File: src/hw/rtl/rims_pkg.sv
// shared types and constants for the run insertion merge sort core
// no dependencies
package rims_pkg;
  localparam int MAX_KEYS = 64;
  localparam int RUN_LEN = 32;
  localparam int KEY_W = 32;
  localparam int ADDR_W = $clog2(MAX_KEYS);
  localparam int CNT_W = $clog2(MAX_KEYS + 1);
  localparam int QDEPTH = 4;
  localparam int QPTR_W = $clog2(QDEPTH);

  typedef struct packed {
    logic [KEY_W-1:0] key;
    logic             last;
  } key_item_t;

  function automatic logic key_gt(input logic [KEY_W-1:0] a, input logic [KEY_W-1:0] b);
    return $signed(a) > $signed(b);
  endfunction
endpackage

File: src/hw/rtl/rims_if.sv
// valid/ready channel carrying one key item
// depends on rims_pkg
interface rims_if;
  logic                       valid;
  logic                       ready;
  logic [rims_pkg::KEY_W-1:0] key;
  logic                       last;
  modport source (output valid, key, last, input ready);
  modport sink (input valid, key, last, output ready);
endinterface

File: src/hw/rtl/rims_ram.sv
// generic single write, single registered read ram
// no dependencies
module rims_ram #(
  parameter int WIDTH = 32,
  parameter int DEPTH = 64
) (
  input  logic                     clk,
  input  logic                     we,
  input  logic [$clog2(DEPTH)-1:0] waddr,
  input  logic [WIDTH-1:0]         wdata,
  input  logic [$clog2(DEPTH)-1:0] raddr,
  output logic [WIDTH-1:0]         rdata
);
  logic [WIDTH-1:0] mem [DEPTH];
  always_ff @(posedge clk) begin
    if (we) begin
      mem[waddr] <= wdata;
    end
    rdata <= mem[raddr];
  end
endmodule

File: src/hw/rtl/rims_front.sv
// front: accepts key items into a small queue, marks the item that closes the set (last flag or full store)
// depends on rims_pkg
module rims_front (
  input  logic                clk,
  input  logic                rst,
  input  logic                in_valid,
  output logic                in_ready,
  input  rims_pkg::key_item_t in_item,
  output logic                q_valid,
  input  logic                q_pop,
  output rims_pkg::key_item_t q_item
);
  rims_pkg::key_item_t         fifo [rims_pkg::QDEPTH];
  logic [rims_pkg::QPTR_W-1:0] wptr;
  logic [rims_pkg::QPTR_W-1:0] rptr;
  logic [rims_pkg::QPTR_W:0]   fill;
  logic [rims_pkg::CNT_W-1:0]  count;
  logic                        push;
  logic                        pop;
  logic                        ends_set;

  assign in_ready = fill != rims_pkg::QPTR_W'(0) + (rims_pkg::QPTR_W+1)'(rims_pkg::QDEPTH);
  assign push = in_valid && in_ready;
  assign pop = q_pop && q_valid;
  assign q_valid = fill != '0;
  assign q_item = fifo[rptr];
  // the last flag or a full store closes the set
  assign ends_set = in_item.last ||
                    (count == rims_pkg::CNT_W'(rims_pkg::MAX_KEYS - 1));

  always_ff @(posedge clk) begin
    if (push) begin
      fifo[wptr].key <= in_item.key;
      fifo[wptr].last <= ends_set;
    end
    if (rst) begin
      wptr <= '0;
      rptr <= '0;
      fill <= '0;
      count <= '0;
    end else begin
      if (push) begin
        wptr <= wptr + 1'b1;
        count <= ends_set ? '0 : count + 1'b1;
      end
      if (pop) begin
        rptr <= rptr + 1'b1;
      end
      fill <= fill + (rims_pkg::QPTR_W+1)'(push) - (rims_pkg::QPTR_W+1)'(pop);
    end
  end
endmodule

File: src/hw/rtl/rims_back.sv
// back: stores a set, insertion sorts runs, merges bottom-up, streams result
// depends on rims_pkg, rims_ram
module rims_back (
  input  logic                clk,
  input  logic                rst,
  input  logic                q_valid,
  output logic                q_pop,
  input  rims_pkg::key_item_t q_item,
  output logic                out_valid,
  input  logic                out_ready,
  output rims_pkg::key_item_t out_item
);
  localparam int AW = rims_pkg::ADDR_W;
  localparam int CW = rims_pkg::CNT_W;
  localparam int KW = rims_pkg::KEY_W;
  localparam int WW = CW + 1;

  localparam logic [3:0] S_LOAD = 4'd0;
  localparam logic [3:0] S_INS_START = 4'd1;
  localparam logic [3:0] S_INS_RD = 4'd2;
  localparam logic [3:0] S_INS_CMP = 4'd3;
  localparam logic [3:0] S_MRG_START = 4'd4;
  localparam logic [3:0] S_MRG_RDA = 4'd5;
  localparam logic [3:0] S_MRG_RDB = 4'd6;
  localparam logic [3:0] S_MRG_CMP = 4'd7;
  localparam logic [3:0] S_CPY_RD = 4'd8;
  localparam logic [3:0] S_CPY_WR = 4'd9;
  localparam logic [3:0] S_OUT_RD = 4'd10;
  localparam logic [3:0] S_OUT_WAIT = 4'd11;
  localparam logic [3:0] S_OUT = 4'd12;
  localparam logic [3:0] S_INS_RDH = 4'd13;
  localparam logic [3:0] S_INS_HLD = 4'd14;

  logic [3:0]    state;
  logic [CW-1:0] n;
  logic [CW-1:0] lo, hi, i, pos, a, b, mid, k;
  logic [WW-1:0] width;
  logic [KW-1:0] held, ka, kb;
  logic          have_a, have_b;

  logic          s_we, m_we;
  logic [AW-1:0] s_waddr, s_raddr, m_waddr, m_raddr;
  logic [KW-1:0] s_wdata, s_rdata, m_wdata, m_rdata;

  rims_ram #(.WIDTH(KW), .DEPTH(rims_pkg::MAX_KEYS)) u_store (
    .clk, .we(s_we), .waddr(s_waddr), .wdata(s_wdata), .raddr(s_raddr), .rdata(s_rdata)
  );
  rims_ram #(.WIDTH(KW), .DEPTH(rims_pkg::MAX_KEYS)) u_scratch (
    .clk, .we(m_we), .waddr(m_waddr), .wdata(m_wdata), .raddr(m_raddr), .rdata(m_rdata)
  );

  logic [CW+1:0] run_hi, mrg_mid, mrg_hi, nm1;
  assign nm1 = (CW+2)'(n) - 1'b1;
  assign run_hi = (CW+2)'(lo) + (CW+2)'(rims_pkg::RUN_LEN - 1);
  assign mrg_mid = (CW+2)'(lo) + (CW+2)'(width) - 1'b1;
  assign mrg_hi = (CW+2)'(lo) + ((CW+2)'(width) << 1) - 1'b1;

  assign q_pop = state == S_LOAD;
  assign out_valid = state == S_OUT;
  assign out_item.key = s_rdata;
  assign out_item.last = (k == n - 1'b1);

  always_comb begin
    s_we = 1'b0;
    s_waddr = n[AW-1:0];
    s_wdata = q_item.key;
    s_raddr = '0;
    m_we = 1'b0;
    m_waddr = k[AW-1:0];
    m_wdata = ka;
    m_raddr = k[AW-1:0];
    unique case (state)
      S_LOAD: s_we = q_valid;
      S_INS_START: s_raddr = i[AW-1:0];
      S_INS_RDH: s_raddr = i[AW-1:0];
      S_INS_RD: s_raddr = AW'(pos - 1'b1);
      S_INS_CMP: begin
        s_waddr = pos[AW-1:0];
        s_raddr = AW'(pos - 2'd2);
        if (pos > lo && rims_pkg::key_gt(s_rdata, held)) begin
          s_we = 1'b1;
          s_wdata = s_rdata;
        end else begin
          s_we = 1'b1;
          s_wdata = held;
        end
      end
      S_MRG_RDA: s_raddr = a[AW-1:0];
      S_MRG_RDB: s_raddr = b[AW-1:0];
      S_MRG_CMP: begin
        m_we = 1'b1;
        if (have_a && (!have_b || !rims_pkg::key_gt(ka, kb))) begin
          m_wdata = ka;
        end else begin
          m_wdata = kb;
        end
      end
      S_CPY_WR: begin
        s_we = 1'b1;
        s_waddr = k[AW-1:0];
        s_wdata = m_rdata;
      end
      S_OUT_RD: s_raddr = k[AW-1:0];
      S_OUT_WAIT: s_raddr = k[AW-1:0];
      S_OUT: s_raddr = k[AW-1:0];
      default: ;
    endcase
  end

  always_ff @(posedge clk) begin
    if (rst) begin
      state <= S_LOAD;
      n <= '0;
    end else begin
      unique case (state)
        S_LOAD: if (q_valid) begin
          n <= n + 1'b1;
          if (q_item.last) begin
            lo <= '0;
            state <= S_INS_START;
          end
        end
        S_INS_START: begin
          if (lo >= n) begin
            width <= WW'(rims_pkg::RUN_LEN);
            lo <= '0;
            state <= S_MRG_START;
          end else begin
            hi <= (run_hi > nm1) ? nm1[CW-1:0] : run_hi[CW-1:0];
            i <= lo + 1'b1;
            state <= S_INS_RDH;
          end
        end
        S_INS_RDH: begin
          if (i > hi) begin
            lo <= lo + CW'(rims_pkg::RUN_LEN);
            state <= S_INS_START;
          end else begin
            pos <= i;
            state <= S_INS_HLD;
          end
        end
        S_INS_HLD: begin
          held <= s_rdata;
          state <= S_INS_RD;
        end
        S_INS_RD: state <= S_INS_CMP;
        S_INS_CMP: begin
          if (pos > lo && rims_pkg::key_gt(s_rdata, held)) begin
            pos <= pos - 1'b1;
            state <= S_INS_RD;
          end else begin
            i <= i + 1'b1;
            state <= S_INS_RDH;
          end
        end
        S_MRG_START: begin
          if ((CW+2)'(width) >= (CW+2)'(n) || (CW+2)'(lo) >= (CW+2)'(n)) begin
            if ((CW+2)'(width) >= (CW+2)'(n)) begin
              k <= '0;
              state <= S_OUT_RD;
            end else begin
              width <= width << 1;
              lo <= '0;
            end
          end else if (mrg_mid >= nm1) begin
            lo <= CW'((CW+2)'(lo) + ((CW+2)'(width) << 1));
          end else begin
            mid <= mrg_mid[CW-1:0];
            hi <= (mrg_hi > nm1) ? nm1[CW-1:0] : mrg_hi[CW-1:0];
            a <= lo;
            b <= mrg_mid[CW-1:0] + 1'b1;
            k <= lo;
            state <= S_MRG_RDA;
          end
        end
        S_MRG_RDA: state <= S_MRG_RDB;
        S_MRG_RDB: begin
          ka <= s_rdata;
          have_a <= a <= mid;
          state <= S_MRG_CMP;
        end
        S_MRG_CMP: begin
          if (have_a && (!have_b || !rims_pkg::key_gt(ka, kb))) begin
            a <= a + 1'b1;
          end else begin
            b <= b + 1'b1;
          end
          if (k == hi) begin
            k <= lo;
            state <= S_CPY_RD;
          end else begin
            k <= k + 1'b1;
            state <= S_MRG_RDA;
          end
        end
        S_CPY_RD: state <= S_CPY_WR;
        S_CPY_WR: begin
          if (k == hi) begin
            lo <= CW'((CW+2)'(lo) + ((CW+2)'(width) << 1));
            state <= S_MRG_START;
          end else begin
            k <= k + 1'b1;
            state <= S_CPY_RD;
          end
        end
        S_OUT_RD: state <= S_OUT_WAIT;
        S_OUT_WAIT: state <= S_OUT;
        S_OUT: if (out_ready) begin
          if (k == n - 1'b1) begin
            n <= '0;
            state <= S_LOAD;
          end else begin
            k <= k + 1'b1;
            state <= S_OUT_RD;
          end
        end
        default: state <= S_LOAD;
      endcase
    end
  end

  // second operand of a merge step comes straight off the store read port
  always_comb begin
    kb = s_rdata;
    have_b = b <= hi;
  end
endmodule

File: src/hw/rtl/run_insertion_merge_sort_core.sv
// sorts up to 64 signed keys a set; one item per cycle while loading
// after the closing item: insertion sort within runs of 32, then bottom-up merge passes
// through a scratch ram; output reads each key from the registered store port
// sync reset empties the queue and the set count
// depends on rims_pkg, rims_if, rims_front, rims_back
module run_insertion_merge_sort_core (
  input logic   clk,
  input logic   rst,
  rims_if.sink  in_ch,
  rims_if.source out_ch
);
  rims_pkg::key_item_t in_item, q_item, out_item;
  logic q_valid, q_pop;

  assign in_item.key = in_ch.key;
  assign in_item.last = in_ch.last;

  rims_front u_front (
    .clk, .rst, .in_valid(in_ch.valid), .in_ready(in_ch.ready), .in_item,
    .q_valid, .q_pop, .q_item
  );
  rims_back u_back (
    .clk, .rst, .q_valid, .q_pop, .q_item,
    .out_valid(out_ch.valid), .out_ready(out_ch.ready), .out_item
  );

  assign out_ch.key = out_item.key;
  assign out_ch.last = out_item.last;
endmodule

File: src/flat_wrapper.sv
// flat-port wrapper written by rule: the top's interface ports become plain ports
module run_insertion_merge_sort_core_flat 
  (clk, rst, in_ch_valid, in_ch_key, in_ch_last, in_ch_ready, out_ch_valid, out_ch_key, out_ch_last, out_ch_ready);
  rims_if in_ch_i ();
  rims_if out_ch_i ();
  input logic clk;
  input logic rst;
  input wire logic [$bits(in_ch_i.valid)-1:0] in_ch_valid;
  input wire logic [$bits(in_ch_i.key)-1:0] in_ch_key;
  input wire logic [$bits(in_ch_i.last)-1:0] in_ch_last;
  output wire logic [$bits(in_ch_i.ready)-1:0] in_ch_ready;
  output wire logic [$bits(out_ch_i.valid)-1:0] out_ch_valid;
  output wire logic [$bits(out_ch_i.key)-1:0] out_ch_key;
  output wire logic [$bits(out_ch_i.last)-1:0] out_ch_last;
  input wire logic [$bits(out_ch_i.ready)-1:0] out_ch_ready;
  assign in_ch_i.valid = in_ch_valid;
  assign in_ch_i.key = in_ch_key;
  assign in_ch_i.last = in_ch_last;
  assign in_ch_ready = in_ch_i.ready;
  assign out_ch_valid = out_ch_i.valid;
  assign out_ch_key = out_ch_i.key;
  assign out_ch_last = out_ch_i.last;
  assign out_ch_i.ready = out_ch_ready;
  run_insertion_merge_sort_core u_core (.clk(clk), .rst(rst), .in_ch(in_ch_i), .out_ch(out_ch_i));
endmodule
File: config.mk
export PLATFORM = sky130hd
export DESIGN_NAME = run_insertion_merge_sort_core_flat
export DESIGN_NICKNAME = d
export VERILOG_FILES = /design/src/hw/rtl/rims_pkg.sv /design/src/hw/rtl/rims_if.sv /design/src/hw/rtl/rims_ram.sv /design/src/hw/rtl/rims_front.sv /design/src/hw/rtl/rims_back.sv /design/src/hw/rtl/run_insertion_merge_sort_core.sv /design/src/flat_wrapper.sv
export SDC_FILE = /design/constraint.sdc
export NUM_CORES = 2
export LEC_CHECK = 0
export BUFFER_PORTS_ARGS = -buffer_cell sky130_fd_sc_hd__buf_2
export CELL_PAD_IN_SITES_DETAIL_PLACEMENT = 0
export CELL_PAD_IN_SITES_GLOBAL_PLACEMENT = 1
export CORE_MARGIN = 4
export CORE_UTILIZATION = 40
export DETAILED_ROUTE_END_ITERATION = 10
export PLACE_DENSITY_LB_ADDON = 0.2
export SLEW_MARGIN = 20
export SYNTH_ARGS = -nofsm -noshare
export SYNTH_HDL_FRONTEND = slang
export SYNTH_MEMORY_MAX_BITS = 65536
export SYNTH_SLANG_ARGS = --single-unit
File: constraint.sdc
create_clock -name clk -period 15.4 [get_ports clk]
set_input_delay 1.54 -clock clk [delete_from_list [all_inputs] [get_ports clk]]
set_output_delay 1.54 -clock clk [all_outputs]
set_load 0.02 [all_outputs]
==> impl_metrics.tcl <==
set metrics [dict create \
    slew_headroom_pct 14.9 \
    synthTopCellsByArea "edfxtp_1 (77%), a22oi_1 (3.4%), mux2i_1 (3.0%)" \
    firstDrtPassIters 9 \
    syn_area_per_cell_um2 16.4 \
    die_h_um 661 \
    synth_edf_count 4342 \
    cts_buffers 452 \
    drive_gt1_share_pct 13.1 \
    yosysUniqueCellTypes 105 \
    nNetsFinal 10800 \
    rsz0062_at_grt "no" \
    postCtsSetupBuffers 0 \
    path_cells "and3b_1 > a311oi_1 > o21a_4 > buf_4 > buf_12 > buf_12 > mux2i_1 > o22ai_1 > o21ai_0 > nand4_1 > or4_1" \
    critPathArrivalTime_ns 6.92 \
    routed_wl_um 574000 \
    post_synth_instance_area_mm2 0.170 \
    cts.reportedPaths.clkPinSlew_ns 0.06 \
    path_class "reg -> reg" \
    grt_max_degree 157 \
    dp_cells 15900 \
    worstSetupEndpointType "register" \
    hold_violations 0 \
    final_cells 16700 \
    ant_nets 0 \
    gr-usage-all-layers_pct 25.5 \
    final.min_clock_period_ns 6.08 \
    mostFrequentLayoutCells "edfxtp_1 (4342), nand2_1 (1109), a22oi_1 (774)" \
    row_count 239 \
    numPortBuffers 71 \
    netlist_instances 10400 \
    fmax_mhz 164 \
    cp_max_fo 156 \
    hold_class "reg -> reg" \
    core_mm2 0.424 \
    synthArstFlopShare_pct 0 \
    finClkSkew_ns 0.0844 \
    min_period_over_period_pct 39.5 \
    drc_errors 0 \
    nFillCells 36600 \
    drt_iter0_markers 14400 \
    vias_per_cell 6.11 \
    vdd_drop_max_mv 0.198 \
    grt.overflow.total 0 \
    synth_warnings 0 \
    syn2layout_area_growth_pct 13.9 \
    layout_commonest_cell "edfxtp_1" \
    tightestPinTransition_ns 1.27 \
    pin_count 72 \
    yosysTopAreaCell "edfxtp_1" \
    tritoncts "done" \
    maxCapViolations 0 \
    hold_buffers 0 \
    cts_max_level 5 \
    setup_violations 0 \
    placed_area_mm2 0.180 \
    slew_viol_final 0 \
    ys.flop_type "edfxtp_1" \
    post_drt_wl_per_cell_um 34.4 \
    ys_seq_elements 4433 \
    p_leak_nw 63.6 \
    pre_cts_slack_ns 9.46 \
    status "finished clean" \
    r2r_setup_slack_ns 9.32 \
    path_buf_inv 3 \
    cts_sinks 4433 \
    vias 102000 \
    tns_ns 0 \
    grt_pass1_vias 95800 \
    power_density_mw_per_mm2 172 \
    ys_seq_area_share_pct 77.6 \
    cpMostUsedCell "buf_12" \
    worstPathRequired_ns 16.24 \
    hpwl_um 323000 \
    clk_latency_ns 1.02 \
    layout_setup_ws_ns 9.32 \
    initial_core_util_pct 40.2 \
    final_area_mm2 0.194 \
    dieArea_mm2 0.437 \
    clock_path_buffers 4 \
    yosys.area.top_type_share_pct 76.5 \
    cts_resized 0 \
    cp-start-kind "register" \
    antenna_found_initial 75 \
    p_total_mw 33.4 \
    die_width_um 661 \
    gp_congestion 0.850 \
    slowest_stage "o21a_4" \
    syn_nets 10500 \
    grt_pass1_wl_um 785000 \
    critPathMaxStageDelay_ns 0.73 \
    root_buffer "clkbuf_16" \
    cpLargestDelayFamily "buffers and inverters" \
]
## flip-flops by register name, summed over array words and instances, names as in the netlist, 3 cells and up, named ones only
register,cells
u_core.u_back.a,7
u_core.u_back.b,7
u_core.u_back.held,32
u_core.u_back.hi,7
u_core.u_back.i,7
u_core.u_back.k,7
u_core.u_back.ka,32
u_core.u_back.n,7
u_core.u_back.pos,7
u_core.u_back.state,4
u_core.u_back.u_scratch.mem,2048
u_core.u_back.u_scratch.rdata,32
u_core.u_back.u_store.mem,2048
u_core.u_back.u_store.rdata,32
u_core.u_back.width,3
u_core.u_front.count,7
u_core.u_front.fifo,132
u_core.u_front.fill,3
## report_power, final
group | switching, mW | internal [mW]
logic | 5.86 | 2.10
clock network | 4.65 | 6.20
registers | 0.257 | 14.4
total | 10.8 | 22.7
## through the flow
step / hold slack [ns] / util, %
global placement: 0.462 / 42.3
floorplan: 0.449 / -
finish: 0.474 / 45.8
global route: 0.492 / 45.8
CTS: 0.476 / 45.8
detailed placement: 0.468 / 42.3
## path summary, 6_finish.rpt
kind / start / to / cells past startpoint
setup / recovery: u_core.u_back.k[0] / u_core.u_back.u_store.rdata[9] / 11
hold / removal: u_core.u_front.count[6] / u_core.u_front.count[6] / 1
hold reg to reg: u_core.u_front.count[6] / u_core.u_front.count[6] / 1
setup reg to reg: u_core.u_back.k[0] / u_core.u_back.u_store.rdata[9] / 11
## synthesized netlist by cell type (all sizes together) (31+ instances only)
master and number:
nand3 260, a221oi 209, inv 113, a311oi 43, nand4 165, clkbuf 327
o22ai 122, mux2 38, nor4 59, a31oi 196, nand2 1113, buf 326
ha 120, edfxtp 4342, dfxtp 91, and3 57, o21ai 129, a22o 209
a32oi 58, xnor2 31, nor2 236, mux2i 504, nor3 43, mux4 33
a22oi 776, a41oi 45, a21oi 340, a21o 32
## layout make-up
| cell class | count | area (um2) | share of cell area [%] |
|---|---|---|---|
| diodes | 12 | 30.0 | 0.0155 |
| clock buffers | 571 | 11900 | 6.14 |
| clock inverters | 264 | 2620 | 1.35 |
| inverters | 114 | 428 | 0.220 |
| multi-input cells | 5161 | 36100 | 18.6 |
| flip-flops and latches | 4433 | 132000 | 68.1 |
| well taps | 5663 | 7090 | 3.65 |
| repair buffers | 482 | 3660 | 1.89 |
## kinds of logic (layout without fill, tap and decap cells)
group,Yosys count,in the layout,synth area share (%)
mux,575,575,3.65
simple gates,2071,2071,5.59
xor+xnor,61,61,0.346
buf+inv,767,1431,1.98
compound gates,2331,2331,9.95
fa+ha+maj,122,122,0.905
other cells,1,13,0.00220
flops,4433,4433,77.6
## layer usage
layer | up-vias | track usage (%) | part of all wire (%)
met2 | 5354 | 38.6 | 45
met4 | 14 | 6.49 | 2.7
li1 | 42200 | - | -
met3 | 756 | 4.93 | 9.8
met5 | - | 0 | 0.015
met1 | 53600 | 37.8 | 43
Power figures use the tool's default switching activity.
